## src/hw/rtl/rc4s_ram.sv

```systemverilog
`default_nettype none

module rc4s_ram #(
    parameter int DEPTH = 256,
    parameter int WIDTH = 8,
    localparam int ADDR_W = $clog2(DEPTH)
) (
    input  wire logic              clk,
    input  wire logic              we,
    input  wire logic [ADDR_W-1:0] waddr,
    input  wire logic [WIDTH-1:0]  wdata,
    input  wire logic [ADDR_W-1:0] raddr,
    output logic      [WIDTH-1:0]  rdata
);

    logic [WIDTH-1:0] mem [DEPTH];
    logic [WIDTH-1:0] rdata_reg;

    always_ff @(posedge clk)
    begin
        if (we)
        begin
            mem[waddr] <= wdata;
        end
    end

    always_ff @(posedge clk)
    begin
        rdata_reg <= mem[raddr];
    end

    assign rdata = rdata_reg;

endmodule

`default_nettype wire

```

## config.mk

```make
export PLATFORM = sky130hd
export DESIGN_NAME = rc4s_ram
export DESIGN_NICKNAME = d
export VERILOG_FILES = /design/src/hw/rtl/rc4s_ram.sv
export SDC_FILE = /design/constraint.sdc
export NUM_CORES = 2
export LEC_CHECK = 0
export ABC_AREA = 1
export BUFFER_PORTS_ARGS = -buffer_cell sky130_fd_sc_hd__buf_2
export CORE_MARGIN = 2
export CORE_UTILIZATION = 30
export DETAILED_ROUTE_END_ITERATION = 7
export GPL_TIMING_DRIVEN = 0
export PLACE_DENSITY = 0.49
export SKIP_CTS_REPAIR_TIMING = 1
export SYNTH_ARGS = -nofsm -noshare
export SYNTH_HDL_FRONTEND = slang
export SYNTH_SLANG_ARGS = --single-unit
```

## constraint.sdc

```tcl
create_clock -name clk -period 1.6 [get_ports clk]
set_input_delay 0.08 -clock clk [delete_from_list [all_inputs] [get_ports clk]]
set_output_delay 0.08 -clock clk [all_outputs]
set_load 0.01 [all_outputs]
```

==> results by group <==
Place
  – Port bufs: 26
  – Dpl hpwl: 267,000 um
  – DP Worst Slack: -2.64 ns
  – Dpl cells: 10,800
  – Dpl cell area: 89,100 um^2
  – GPL Wtd Cong: 0.980

CTS
  – Clock root buffer: clkbuf_16
  – CTS Buf Count: 219
  – CTS sink count: 2,056
  – Reg clk slew, reported paths: 0.06 ns
  – Max Buffers Root-to-Sink: 3
  – CTS tree: done
  – H-tree depth: 4
  – Clock latency at the later pin of the worst-skew pair: 0.93 ns

Critical path
  – Crit Path Max Fanout: 10
  – Critical Path Sink Type: flip-flop
  – Worst Path Required: 2.33 ns
  – Arr. time, crit path: 2.76 ns
  – Crit path kind: input port to flip-flop
  – Startpoint Class: input port

Final layout
  – P&R area growth vs syn: 19.3%
  – FILL cells: 26,800
  – Fin nets: 7,321
  – Share of layout cells above drive strength 1: 17.0%
  – Max reg flops: 2,048
  – Final Cell Area: 99,500 um^2
  – Finished Layout Cells: 11,200

Drt
  – Post-DR wirelength/cell: 34.4 um
  – Vias: 61,100
  – Initial drt markers: 9,288
  – Drt first pass iters: 8
  – Detailed Route WL: 385,000 um
  – Post-DRT Antenna Nets: 0
  – Via density per instance: 5.46
  – DRC viols: 0

Global routing
  – GRT overflow: 0
  – Vias in the first global route: 56,000
  – Largest net degree at the start of global routing: 142
  – First-pass GRT wire length: 506,000 um
  – Tot GR Track Use: 26.7%
  – Initial antenna violation count: 21

Floorplan
  – Top Ports: 34
  – Die Y: 531 um
  – Starting Density: 30.2%
  – Die width: 531 um
  – DIE AREA: 282,000 um^2
  – Row cnt: 193
  – Core Region: 276,000 um^2

STA
  – Relative slew margins: 7.74%
  – Slew at the pin closest to its max-slew limit: 1.38 ns
  – Final TNS setup: -233.96 ns
  – Final Hold Violating Endpoints: 8
  – Final setup margin: -0.438 ns
  – Finish-stage setup viols: 1,425
  – Final period utilization: 127%
  – Final hold slack: -0.397 ns
  – Final min period: 2.04 ns
  – RSZ-0062 raised after global routing: true
  – Max-slew violation count: 0
  – Clock skew: 0.0415 ns
  – Fmax: 491 MHz

Hold path
  – Worst Hold Class: input port to flip-flop

Yosys
  – Synth warnings: 0
  – Number of synthesized register bits: 2,056
  – Mapped Avg Cell Area: 11.9 um^2
  – Area of the mapped netlist: 83,400 um^2
  – Sequential-to-total area share from yosys stat: 73.9%
  – Yosys cell types: 14
  – Syn Nets: 7,029
  – Gate Count Post-Synth: 7,003

Flow run
  – Maxcap violations: 0

Pwr
  – Cell Pwr Density: 1210 nW/um^2
  – Leak Pwr: 34.0 nW
  – Max IR drop VDD: 1.17 mV

Outcome
  – Failing checks: negative hold slack, negative setup slack
  – Status: complete, but fails checks
[where the power goes]
part	total, mW	internal, mW	leakage, nW	switching, mW
logic	10.0	2.06	12.1	7.96
clock network	51.1	28.5	3.43	22.6
registers	59.4	59.4	18.5	0.0348
[cell usage after synthesis]
| cell | number | share of area (%) |
|---|---|---|
| inv_1 | 36 | 0.16 |
| dfxtp_1 | 8 | 0.19 |
| inv_2 | 2 | 0.0090 |
| buf_8 | 1 | 0.018 |
| buf_2 | 268 | 1.6 |
| clkbuf_1 | 112 | 0.50 |
| buf_1 | 40 | 0.18 |
| nand2_1 | 2123 | 9.6 |
| nand3_1 | 2019 | 12 |
| inv_4 | 1 | 0.0075 |
| edfxtp_1 | 2048 | 74 |
| buf_4 | 46 | 0.41 |
| buf_6 | 16 | 0.22 |
| nor2_1 | 283 | 1.3 |
[routing by layer]
metal	global-route usage, %	routed length [um]	share of wire [%]	up-vias
li1	-	-	-	25500
met1	36.7	159000	41	31400
met2	39.7	168000	44	3514
met3	6.40	38400	10	643
met4	12.8	19800	5.2	12
met5	0	195	0.051	-
[cell usage in the layout, fill, tap and decap left out, types with 2 or more instances in the layout]
cell type / synthesis / routed
buf_4: 46 / 54
bufinv_16: 0 / 20
nand3_4: 0 / 65
clkinvlp_4: 0 / 4
buf_1: 40 / 10
clkinv_1: 0 / 60
clkinv_16: 0 / 6
clkbuf_1: 112 / 68
buf_6: 16 / 23
clkbuf_4: 0 / 74
clkbuf_2: 0 / 77
nand3_1: 2019 / 1792
nand3_2: 0 / 162
edfxtp_1: 2048 / 2048
inv_6: 0 / 5
buf_2: 268 / 233
diode_2: 0 / 7
inv_2: 2 / 2
buf_12: 0 / 4
clkbuf_16: 0 / 221
nor2_2: 0 / 76
nand2_1: 2123 / 2107
buf_16: 0 / 18
dlygate4sd3_1: 0 / 8
nor2_1: 283 / 65
inv_1: 36 / 36
dfxtp_1: 8 / 8
nor2_4: 0 / 142
buf_8: 1 / 25
clkinv_8: 0 / 2
clkinv_4: 0 / 3
clkinv_2: 0 / 38
nand2_2: 0 / 16
[worst paths after layout]
check	end	cells past startpoint	startpoint	slack, ns
min reg2reg	rdata[2]	10	mem[154][2]	1.08
max reg2reg	rdata[7]	10	mem[108][7]	-0.43
max	rdata[6]	13	raddr[1]	-0.44
min	rdata[4]	3	raddr[7]	-0.40
[stage by stage]
| stage | util, % | power (mW) | hold WS, ns |
|---|---|---|---|
| 5_1_grt | 36.0 | 123 | -0.406 |
| 4_1_cts | 34.8 | 120 | -0.542 |
| 2_1_floorplan | - | 64.2 | 0.179 |
| 6_report | 36.0 | 121 | -0.397 |
| 3_3_place_gp | 31.9 | 69.6 | 0.487 |
| 3_5_place_dp | 32.2 | 69.6 | 0.425 |
[final cells by class]
cell class | instances | area, um^2 | area share [%]
buffer | 483 | 2870 | 2.88
inverter | 39 | 149 | 0.150
antenna | 7 | 17.5 | 0.0176
timing repair buffer | 71 | 1080 | 1.09
clock buffer | 262 | 5680 | 5.71
clock inverter | 140 | 1360 | 1.37
tap | 3705 | 4640 | 4.66
multi-input combinational | 4425 | 22100 | 22.2
sequential | 2056 | 61700 | 62.0
[kinds of logic after synthesis]
logic type    share of synthesized area [%]
buf+inv                                3.12
simple gates                           22.9
flops                                  73.9
[worst max-delay path: stages]
cell and delay, ns:
buf_4 0.20, inv_2 0.22, clkbuf_4 0.42, clkbuf_4 0.38, nand3_1 0.18, nand3_1 0.13, nand3_1 0.19, nand3_1 0.25
nand3_1 0.16, nand3_4 0.13, nand2_2 0.12, nand2_1 0.07, nand2_1 0.14
(Power assumes the default switching activity.)
