`config.mk`:
```
export PLATFORM = sky130hd
export DESIGN_NAME = rc4s_ctrl
export DESIGN_NICKNAME = d
export VERILOG_FILES = /design/src/hw/rtl/rc4s_pkg.sv /design/src/hw/rtl/rc4s_ctrl.sv
export SDC_FILE = /design/constraint.sdc
export NUM_CORES = 1
export LEC_CHECK = 0
export BUFFER_PORTS_ARGS = -buffer_cell sky130_fd_sc_hd__buf_2
export CAP_MARGIN = 20
export CORE_MARGIN = 2
export CORE_UTILIZATION = 60
export DETAILED_ROUTE_END_ITERATION = 8
export GPL_TIMING_DRIVEN = 0
export PLACE_DENSITY = 0.88
export SLEW_MARGIN = 30
export SYNTH_ARGS = -nofsm -noshare
export SYNTH_HDL_FRONTEND = slang
export SYNTH_SLANG_ARGS = --single-unit
```
`constraint.sdc`:
```
create_clock -name clk -period 11.6 [get_ports clk]
set_clock_uncertainty 0.15 [all_clocks]
set_input_delay 0.58 -clock clk [delete_from_list [all_inputs] [get_ports clk]]
set_output_delay 0.58 -clock clk [all_outputs]
set_load 0.05 [all_outputs]
```
`src/hw/rtl/rc4s_pkg.sv`:
```
`default_nettype none

package rc4s_pkg;

    localparam int TABLE_SIZE = 256;
    localparam int KEY_LEN    = 8;
    localparam int BYTE_W     = 8;
    localparam int IDX_W      = $clog2(TABLE_SIZE);
    localparam int CNT_W      = IDX_W + 1;
    localparam int KEY_W      = 64;
    localparam int SEG_W      = 16;
    localparam int KCNT_W     = (KEY_LEN > 1) ? $clog2(KEY_LEN) : 1;
    localparam int CFG_IDX_W  = 1;

    localparam logic [SEG_W-1:0] SEG_LEN_RST = SEG_W'(4096);

    localparam logic [CFG_IDX_W-1:0] CFG_KEY = CFG_IDX_W'(0);
    localparam logic [CFG_IDX_W-1:0] CFG_SEG = CFG_IDX_W'(1);

    typedef struct packed {
        logic              we;
        logic [IDX_W-1:0]  waddr;
        logic [BYTE_W-1:0] wdata;
        logic [IDX_W-1:0]  raddr;
    } mem_port_t;

endpackage

`default_nettype wire

```
`src/hw/rtl/rc4s_ctrl.sv`:
```
`default_nettype none

module rc4s_ctrl (
    input  wire logic                       clk,
    input  wire logic                       rst_n,
    input  wire logic                       in_valid,
    output logic                            in_ready,
    input  wire logic [rc4s_pkg::BYTE_W-1:0] in_data,
    input  wire logic                       in_start,
    input  wire logic [rc4s_pkg::KEY_W-1:0]  key,
    input  wire logic [rc4s_pkg::SEG_W-1:0]  seg_len,
    input  wire logic                       out_free,
    output logic                            res_valid,
    output logic      [rc4s_pkg::BYTE_W-1:0] res_byte,
    output rc4s_pkg::mem_port_t             base_port,
    input  wire logic [rc4s_pkg::BYTE_W-1:0] base_rdata,
    output rc4s_pkg::mem_port_t             work_port,
    input  wire logic [rc4s_pkg::BYTE_W-1:0] work_rdata
);

    import rc4s_pkg::*;

    typedef enum logic [3:0] {
        ST_IDLE,
        ST_INIT,
        ST_KS_RD_N,
        ST_KS_RD_J,
        ST_KS_WR_N,
        ST_KS_WR_J,
        ST_COPY,
        ST_RD_I,
        ST_RD_J,
        ST_SWAP,
        ST_OUT
    } state_t;

    state_t            state_reg, state_next;
    logic [CNT_W-1:0]  cnt_reg, cnt_next;
    logic [KCNT_W-1:0] k_reg, k_next;
    logic [IDX_W-1:0]  i_reg, i_next;
    logic [IDX_W-1:0]  j_reg, j_next;
    logic [BYTE_W-1:0] si_reg, si_next;
    logic [BYTE_W-1:0] sj_reg, sj_next;
    logic [IDX_W-1:0]  t_reg, t_next;
    logic [SEG_W-1:0]  seg_cnt_reg, seg_cnt_next;
    logic [BYTE_W-1:0] data_reg, data_next;

    logic [SEG_W-1:0]  limit;
    logic              restore;
    logic [BYTE_W-1:0] kb;
    logic [BYTE_W-1:0] ks;
    logic [IDX_W-1:0]  n;

    assign limit   = (seg_len == '0) ? SEG_W'(1) : seg_len;
    assign restore = (seg_cnt_reg >= limit);
    assign kb      = key[k_reg*BYTE_W +: BYTE_W];
    assign n       = cnt_reg[IDX_W-1:0];

    // swap of S[i] and S[j] is not yet fully in the table when S[t] is read
    assign ks = (t_reg == j_reg) ? si_reg :
                (t_reg == i_reg) ? sj_reg : work_rdata;

    always_comb
    begin
        state_next   = state_reg;
        cnt_next     = cnt_reg;
        k_next       = k_reg;
        i_next       = i_reg;
        j_next       = j_reg;
        si_next      = si_reg;
        sj_next      = sj_reg;
        t_next       = t_reg;
        seg_cnt_next = seg_cnt_reg;
        data_next    = data_reg;

        base_port       = '0;
        base_port.raddr = n;
        work_port       = '0;
        work_port.raddr = i_reg + 1'b1;

        in_ready  = (state_reg == ST_IDLE);
        res_valid = 1'b0;
        res_byte  = data_reg ^ ks;

        unique case (state_reg)
            ST_IDLE:
            begin
                if (in_valid)
                begin
                    data_next = in_data;
                    if (in_start)
                    begin
                        cnt_next   = '0;
                        state_next = ST_INIT;
                    end
                    else if (restore)
                    begin
                        cnt_next   = '0;
                        state_next = ST_COPY;
                    end
                    else
                    begin
                        i_next     = i_reg + 1'b1;
                        state_next = ST_RD_J;
                    end
                end
            end
            ST_INIT:
            begin
                base_port.we    = 1'b1;
                base_port.waddr = n;
                base_port.wdata = n;
                work_port.we    = 1'b1;
                work_port.waddr = n;
                work_port.wdata = n;
                if (n == IDX_W'(TABLE_SIZE - 1))
                begin
                    cnt_next   = '0;
                    k_next     = '0;
                    j_next     = '0;
                    state_next = ST_KS_RD_N;
                end
                else
                begin
                    cnt_next = cnt_reg + 1'b1;
                end
            end
            ST_KS_RD_N:
            begin
                base_port.raddr = n;
                state_next      = ST_KS_RD_J;
            end
            ST_KS_RD_J:
            begin
                si_next         = base_rdata;
                j_next          = j_reg + base_rdata + kb;
                base_port.raddr = j_next;
                state_next      = ST_KS_WR_N;
            end
            ST_KS_WR_N:
            begin
                base_port.we    = 1'b1;
                base_port.waddr = n;
                base_port.wdata = base_rdata;
                work_port.we    = 1'b1;
                work_port.waddr = n;
                work_port.wdata = base_rdata;
                state_next      = ST_KS_WR_J;
            end
            ST_KS_WR_J:
            begin
                base_port.we    = 1'b1;
                base_port.waddr = j_reg;
                base_port.wdata = si_reg;
                work_port.we    = 1'b1;
                work_port.waddr = j_reg;
                work_port.wdata = si_reg;
                k_next = (k_reg == KCNT_W'(KEY_LEN - 1)) ? '0 : k_reg + 1'b1;
                if (n == IDX_W'(TABLE_SIZE - 1))
                begin
                    cnt_next     = '0;
                    i_next       = '0;
                    j_next       = '0;
                    seg_cnt_next = '0;
                    state_next   = ST_RD_I;
                end
                else
                begin
                    cnt_next   = cnt_reg + 1'b1;
                    state_next = ST_KS_RD_N;
                end
            end
            ST_COPY:
            begin
                base_port.raddr = n;
                if (cnt_reg != '0)
                begin
                    work_port.we    = 1'b1;
                    work_port.waddr = IDX_W'(cnt_reg - 1'b1);
                    work_port.wdata = base_rdata;
                end
                if (cnt_reg == CNT_W'(TABLE_SIZE))
                begin
                    cnt_next     = '0;
                    i_next       = '0;
                    j_next       = '0;
                    seg_cnt_next = '0;
                    state_next   = ST_RD_I;
                end
                else
                begin
                    cnt_next = cnt_reg + 1'b1;
                end
            end
            ST_RD_I:
            begin
                work_port.raddr = i_reg + 1'b1;
                i_next          = i_reg + 1'b1;
                state_next      = ST_RD_J;
            end
            ST_RD_J:
            begin
                si_next         = work_rdata;
                j_next          = j_reg + work_rdata;
                work_port.raddr = j_next;
                state_next      = ST_SWAP;
            end
            ST_SWAP:
            begin
                work_port.we    = 1'b1;
                work_port.waddr = i_reg;
                work_port.wdata = work_rdata;
                sj_next         = work_rdata;
                t_next          = si_reg + work_rdata;
                work_port.raddr = t_next;
                state_next      = ST_OUT;
            end
            ST_OUT:
            begin
                work_port.we    = 1'b1;
                work_port.waddr = j_reg;
                work_port.wdata = si_reg;
                work_port.raddr = t_reg;
                if (out_free)
                begin
                    res_valid    = 1'b1;
                    seg_cnt_next = SEG_W'(seg_cnt_reg + 1'b1);
                    state_next   = ST_IDLE;
                end
            end
            default:
            begin
                state_next = ST_IDLE;
            end
        endcase
    end

    always_ff @(posedge clk or negedge rst_n)
    begin
        if (!rst_n)
        begin
            state_reg   <= ST_IDLE;
            cnt_reg     <= '0;
            k_reg       <= '0;
            i_reg       <= '0;
            j_reg       <= '0;
            seg_cnt_reg <= '0;
        end
        else
        begin
            state_reg   <= state_next;
            cnt_reg     <= cnt_next;
            k_reg       <= k_next;
            i_reg       <= i_next;
            j_reg       <= j_next;
            seg_cnt_reg <= seg_cnt_next;
        end
    end

    always_ff @(posedge clk)
    begin
        si_reg   <= si_next;
        sj_reg   <= sj_next;
        t_reg    <= t_next;
        data_reg <= data_next;
    end

    a_start_runs_init: assert property (@(posedge clk) disable iff (!rst_n)
        (in_valid && in_ready && in_start) |=> (state_reg == ST_INIT))
        else $error("message start did not enter table init");

    a_restart_clears_idx: assert property (@(posedge clk) disable iff (!rst_n)
        (state_reg == ST_RD_I) |-> (i_reg == '0 && j_reg == '0 && seg_cnt_reg == '0))
        else $error("keystream restart with nonzero indices");

    a_result_counts: assert property (@(posedge clk) disable iff (!rst_n)
        res_valid |=> (seg_cnt_reg == SEG_W'($past(seg_cnt_reg) + 1'b1)))
        else $error("segment count not advanced on result");

    a_rdj_entry: assert property (@(posedge clk) disable iff (!rst_n)
        (state_reg == ST_RD_J) |->
            ($past(state_reg) == ST_IDLE || $past(state_reg) == ST_RD_I))
        else $error("S[j] read without a fresh S[i] read");

endmodule

`default_nettype wire

```
==> metrics.md <==
| Metric | Value |
|---|---|
| Worst Path Class, Setup | register to primary output |
| Die H | 113 µm |
| GRT met1 Usage | 0.444 |
| Fraction of synthesized area in multiplexers | 0.0987 |
| Grt ovf | 0 |
| Longest Clk Path Bufs | 2 |
| Starting Density | 0.620 |
| Worst path depth | 15 |
| Most used cell, CP | buf_2 |
| Fmax | 0.184 GHz |
| DRC Markers | 20 |
| CP delay by family, top | buffers and inverters |
| Final wirelength | 22.5 mm |
| Routed Antenna Nets | 0 |
| Post-DP HPWL | 17.2 mm |
| Slew headroom | 0.465 |
| EDFF count, synth | 32 |
| Setup WS pre-CTS | 6570 ps |
| Placed cell areas | 8160 µm² |
| Maxcap violations | 0 |
| Top post-synthesis cells by area | dfrtp_1 (17%), edfxtp_1 (13%), ha_1 (7.5%), mux4_2 (5.0%), nand2_1 (4.9%) |
| Number of global-route vias before repair | 6944 |
| DR vias | 7217 |
| Met2 usage | 0.592 |
| Xor/xnor share of the synthesized area | 0.0785 |
| Area leader, netlist | dfrtp_1 |
| Max VDD drop | 0.180 mV |
| Reg2Reg Depth | 14 |
| CTS tree | yes |
| Synth Area in Adders | 0.103 |
| Crit path buf inv count | 4 |
| Layout cells sized above 1 | 0.259 |
| PD cells | 265 nW/µm² |
| Chip Width | 113 µm |
| Synthesis-stage register bit count | 80 |
| Worst r2r src | k_reg[0]$_DFFE_PN0P_ |
| Diode count | 0 |
| Failing checks | DRC |
| Final-stage net count | 1118 |
| Leakage power total | 0.00399 µW |
| Hold/Removal Path Class | input port to async pin |
| CP endpoint kind | primary output |
| Layout area overhead | 18.4% |
| Outcome | finished with violations |
| Slew Viols, Final | 0 |
| Reg2reg end | j_reg[7]$_DFFE_PN0P_ |
| Setup WS post-layout | 6160 ps |
| # port buffers | 168 |
| CP startpoint kind | register |
| Netlist cell types | 76 |
| Number of DRC markers in iteration 0 | 1059 |
| Design area | 8450 µm² |
| Critical path's largest stage delay | 550 ps |
| Vias/cell | 6.54 |
| Sequential cell area | 2160 µm² |
| Top FF cell, synth | dfrtp_1 |
| Post-Syn Area | 7140 µm² |
| Synth warnings | 0 |
| Clock latency on the worst-skew pair | 350 ps |
| Global Route Usage Sum | 0.353 |
| Num CTS Buffers | 9 |
| Row count | 39 |
| Internal reg-to-reg setup slack | 7420 ps |
| Largest net degree at the start of global routing | 49 |
| First-pass GRT wire length | 35.0 mm |
| Crit path to | base_port[7] |
| Initial antenna violation count | 0 |
| WP data arrival | 4710 ps |
| Max reg flops | 16 |
| Post_cts resized | 0 |
| Grt met3 use | 0.0514 |
| Pwr Total | 2240 µW |
| H-tree depth | 3 |
| Final min period | 5440 ps |
| CTS clk-pin slew, worst paths | 70 ps |
| Final-report hold violation count | 0 |
| Footprint of the multi-input gates | 4580 µm² |
| Post-Synth Simple-Gate Area | 0.166 |
| Gp weighted congestion | 0.950 |
| Sink Count | 80 |
| CORE AREA | 11500 µm² |
| Worst Path Required | 10870 ps |
| Seq/Total Area, Yosys | 0.303 |
| Post-CTS Setup Bufs | 0 |
| Post-Syn Nets | 939 |
| Setup-failing EPs final | 0 |
| Root Driver | clkbuf_16 |
| Peak fanout along the critical path | 10 |
| Hold bufs inserted after CTS | 0 |
| Critical path, cell by cell | buf_2 -> buf_2 -> mux4_2 -> mux2_2 -> fa_1 -> ha_1 -> inv_1 -> fa_1 -> nor2b_1 -> nor3_1 -> o21bai_1 -> a21oi_1 -> xnor2_1 -> o21ai_0 -> buf_2 |
| Final Cycle Share | 0.469 |
| Compound-Gate Fraction of Synth Area | 0.195 |
| Top cell type's share of synthesized area | 0.168 |
| Die area | 12800 µm² |
| Top Usage Layer GRT | met2 |
| DR WL/cell | 20.4 µm |
| Setup crit start | k_reg[0]$_DFFE_PN0P_ |
| # fillers | 859 |
| Cell count after synthesis | 777 |
| Synth Area per Inst | 9.19 µm² |
| Setup_tns | 0 ps |
| RSZ-0062 raised after global routing | no |
| Worst Tran Pin Value | 799 ps |
| Top-Level Pins | 169 |
| 1st-pass router iterations | 9 |
| Largest family of logic cells by synthesized area | compound AO/OA/AOI/OAI gates |
| Fraction of registers with async set/reset | 0.600 |
| Highest-delay cell along the critical path | mux4_2 |
==> synth_stat cells (5+ instances only) <==
library cell,number
dfrtp_1,48
clkbuf_1,30
and3_1,10
edfxtp_1,32
nand2_1,94
mux2_2,15
xor2_1,24
buf_2,14
ha_1,43
a22oi_1,18
nor4_1,6
o21ai_1,11
a21o_1,9
or3_1,8
o211ai_1,5
o21ai_0,46
mux2i_1,13
mux4_2,16
fa_1,10
inv_1,40
a22o_1,10
nand4_1,7
nor3_1,21
xnor2_1,40
o21a_1,6
a222oi_1,16
nor2b_1,9
a21oi_1,31
nand2b_1,10
nand3_1,15
a211o_1,5
nor2_1,39
==> through the flow <==
step,cells,utilization,hold slack [ps]
after floorplan,777,-,134
after global placement,1088,0.709,372
after detailed placement,1088,0.709,382
after CTS,1104,0.734,134
after global routing,1104,0.734,162
final,1104,0.734,113
==> kinds of logic (layout without fill, tap and decap cells) <==
logic type / Yosys count / in the layout
multiplexers: 48 / 48
flip-flops: 80 / 80
XOR/XNOR: 64 / 64
adder cells (fa/ha/maj): 53 / 53
AO/OA/AOI/OAI: 197 / 197
buffers and inverters: 93 / 277
AND/OR/NAND/NOR: 242 / 242
==> power by group <==
group | internal [µW] | switching, µW | total (µW) | leakage (µW)
sequential | 369 | 79.8 | 449 | 0.000929
clock | 165 | 122 | 287 | 0.000138
combinational | 528 | 973 | 1500 | 0.00293
==> routing by layer <==
metal,vias to the layer above,share of wire
li1,3239,-
met4,0,0.056
met3,100,0.11
met5,-,0
met2,524,0.48
met1,3354,0.36
==> worst register-to-register path, delay by kind of cell (launching register included) <==
family          cells  cell delay (ps)
buf+inv             3              730
xor+xnor            1              260
flops               1              360
fa+ha+maj           3             1070
mux                 2              840
compound gates      3              380
simple gates        2              270
==> worst min-delay path by stage <==
stage	endpoint	slack [ps]	cells after the start
global placement	seg_cnt_reg[1]$_DFFE_PN0P_	370	2
floorplan	cnt_reg[0]$_DFFE_PN0P_	130	0
finish	seg_cnt_reg[10]$_DFFE_PN0P_	110	1
global route	i_reg[7]$_DFFE_PN0P_	160	1
detailed placement	seg_cnt_reg[1]$_DFFE_PN0P_	380	2
CTS	seg_cnt_reg[10]$_DFFE_PN0P_	130	1
==> placed cells by master (no fill, tap or decap), types with 10 or more instances in the layout <==
| master | netlist | routed |
|---|---|---|
| buf_2 | 14 | 181 |
| nand2_1 | 94 | 94 |
| dfrtp_1 | 48 | 48 |
| o21ai_0 | 46 | 46 |
| ha_1 | 43 | 43 |
| inv_1 | 40 | 40 |
| xnor2_1 | 40 | 40 |
| nor2_1 | 39 | 39 |
| edfxtp_1 | 32 | 32 |
| a21oi_1 | 31 | 31 |
| clkbuf_1 | 30 | 29 |
| xor2_1 | 24 | 24 |
| nor3_1 | 21 | 21 |
| a22oi_1 | 18 | 18 |
| a222oi_1 | 16 | 16 |
| mux4_2 | 16 | 16 |
| mux2_2 | 15 | 15 |
| nand3_1 | 15 | 15 |
| mux2i_1 | 13 | 13 |
| o21ai_1 | 11 | 11 |
| nand2b_1 | 10 | 10 |
| a22o_1 | 10 | 10 |
| and3_1 | 10 | 10 |
| fa_1 | 10 | 10 |
==> area by class of cell <==
cell class | instances | area share
Tap cell | 143 | 0.0212
Sequential cell | 80 | 0.256
Timing Repair Buffer | 168 | 0.0998
Inverter | 42 | 0.0188
Buffer | 51 | 0.0284
Multi-Input combinational cell | 604 | 0.542
Clock buffer | 9 | 0.0266
Clock inverter | 7 | 0.00740
Note: power is estimated with default switching activity, not from simulation.
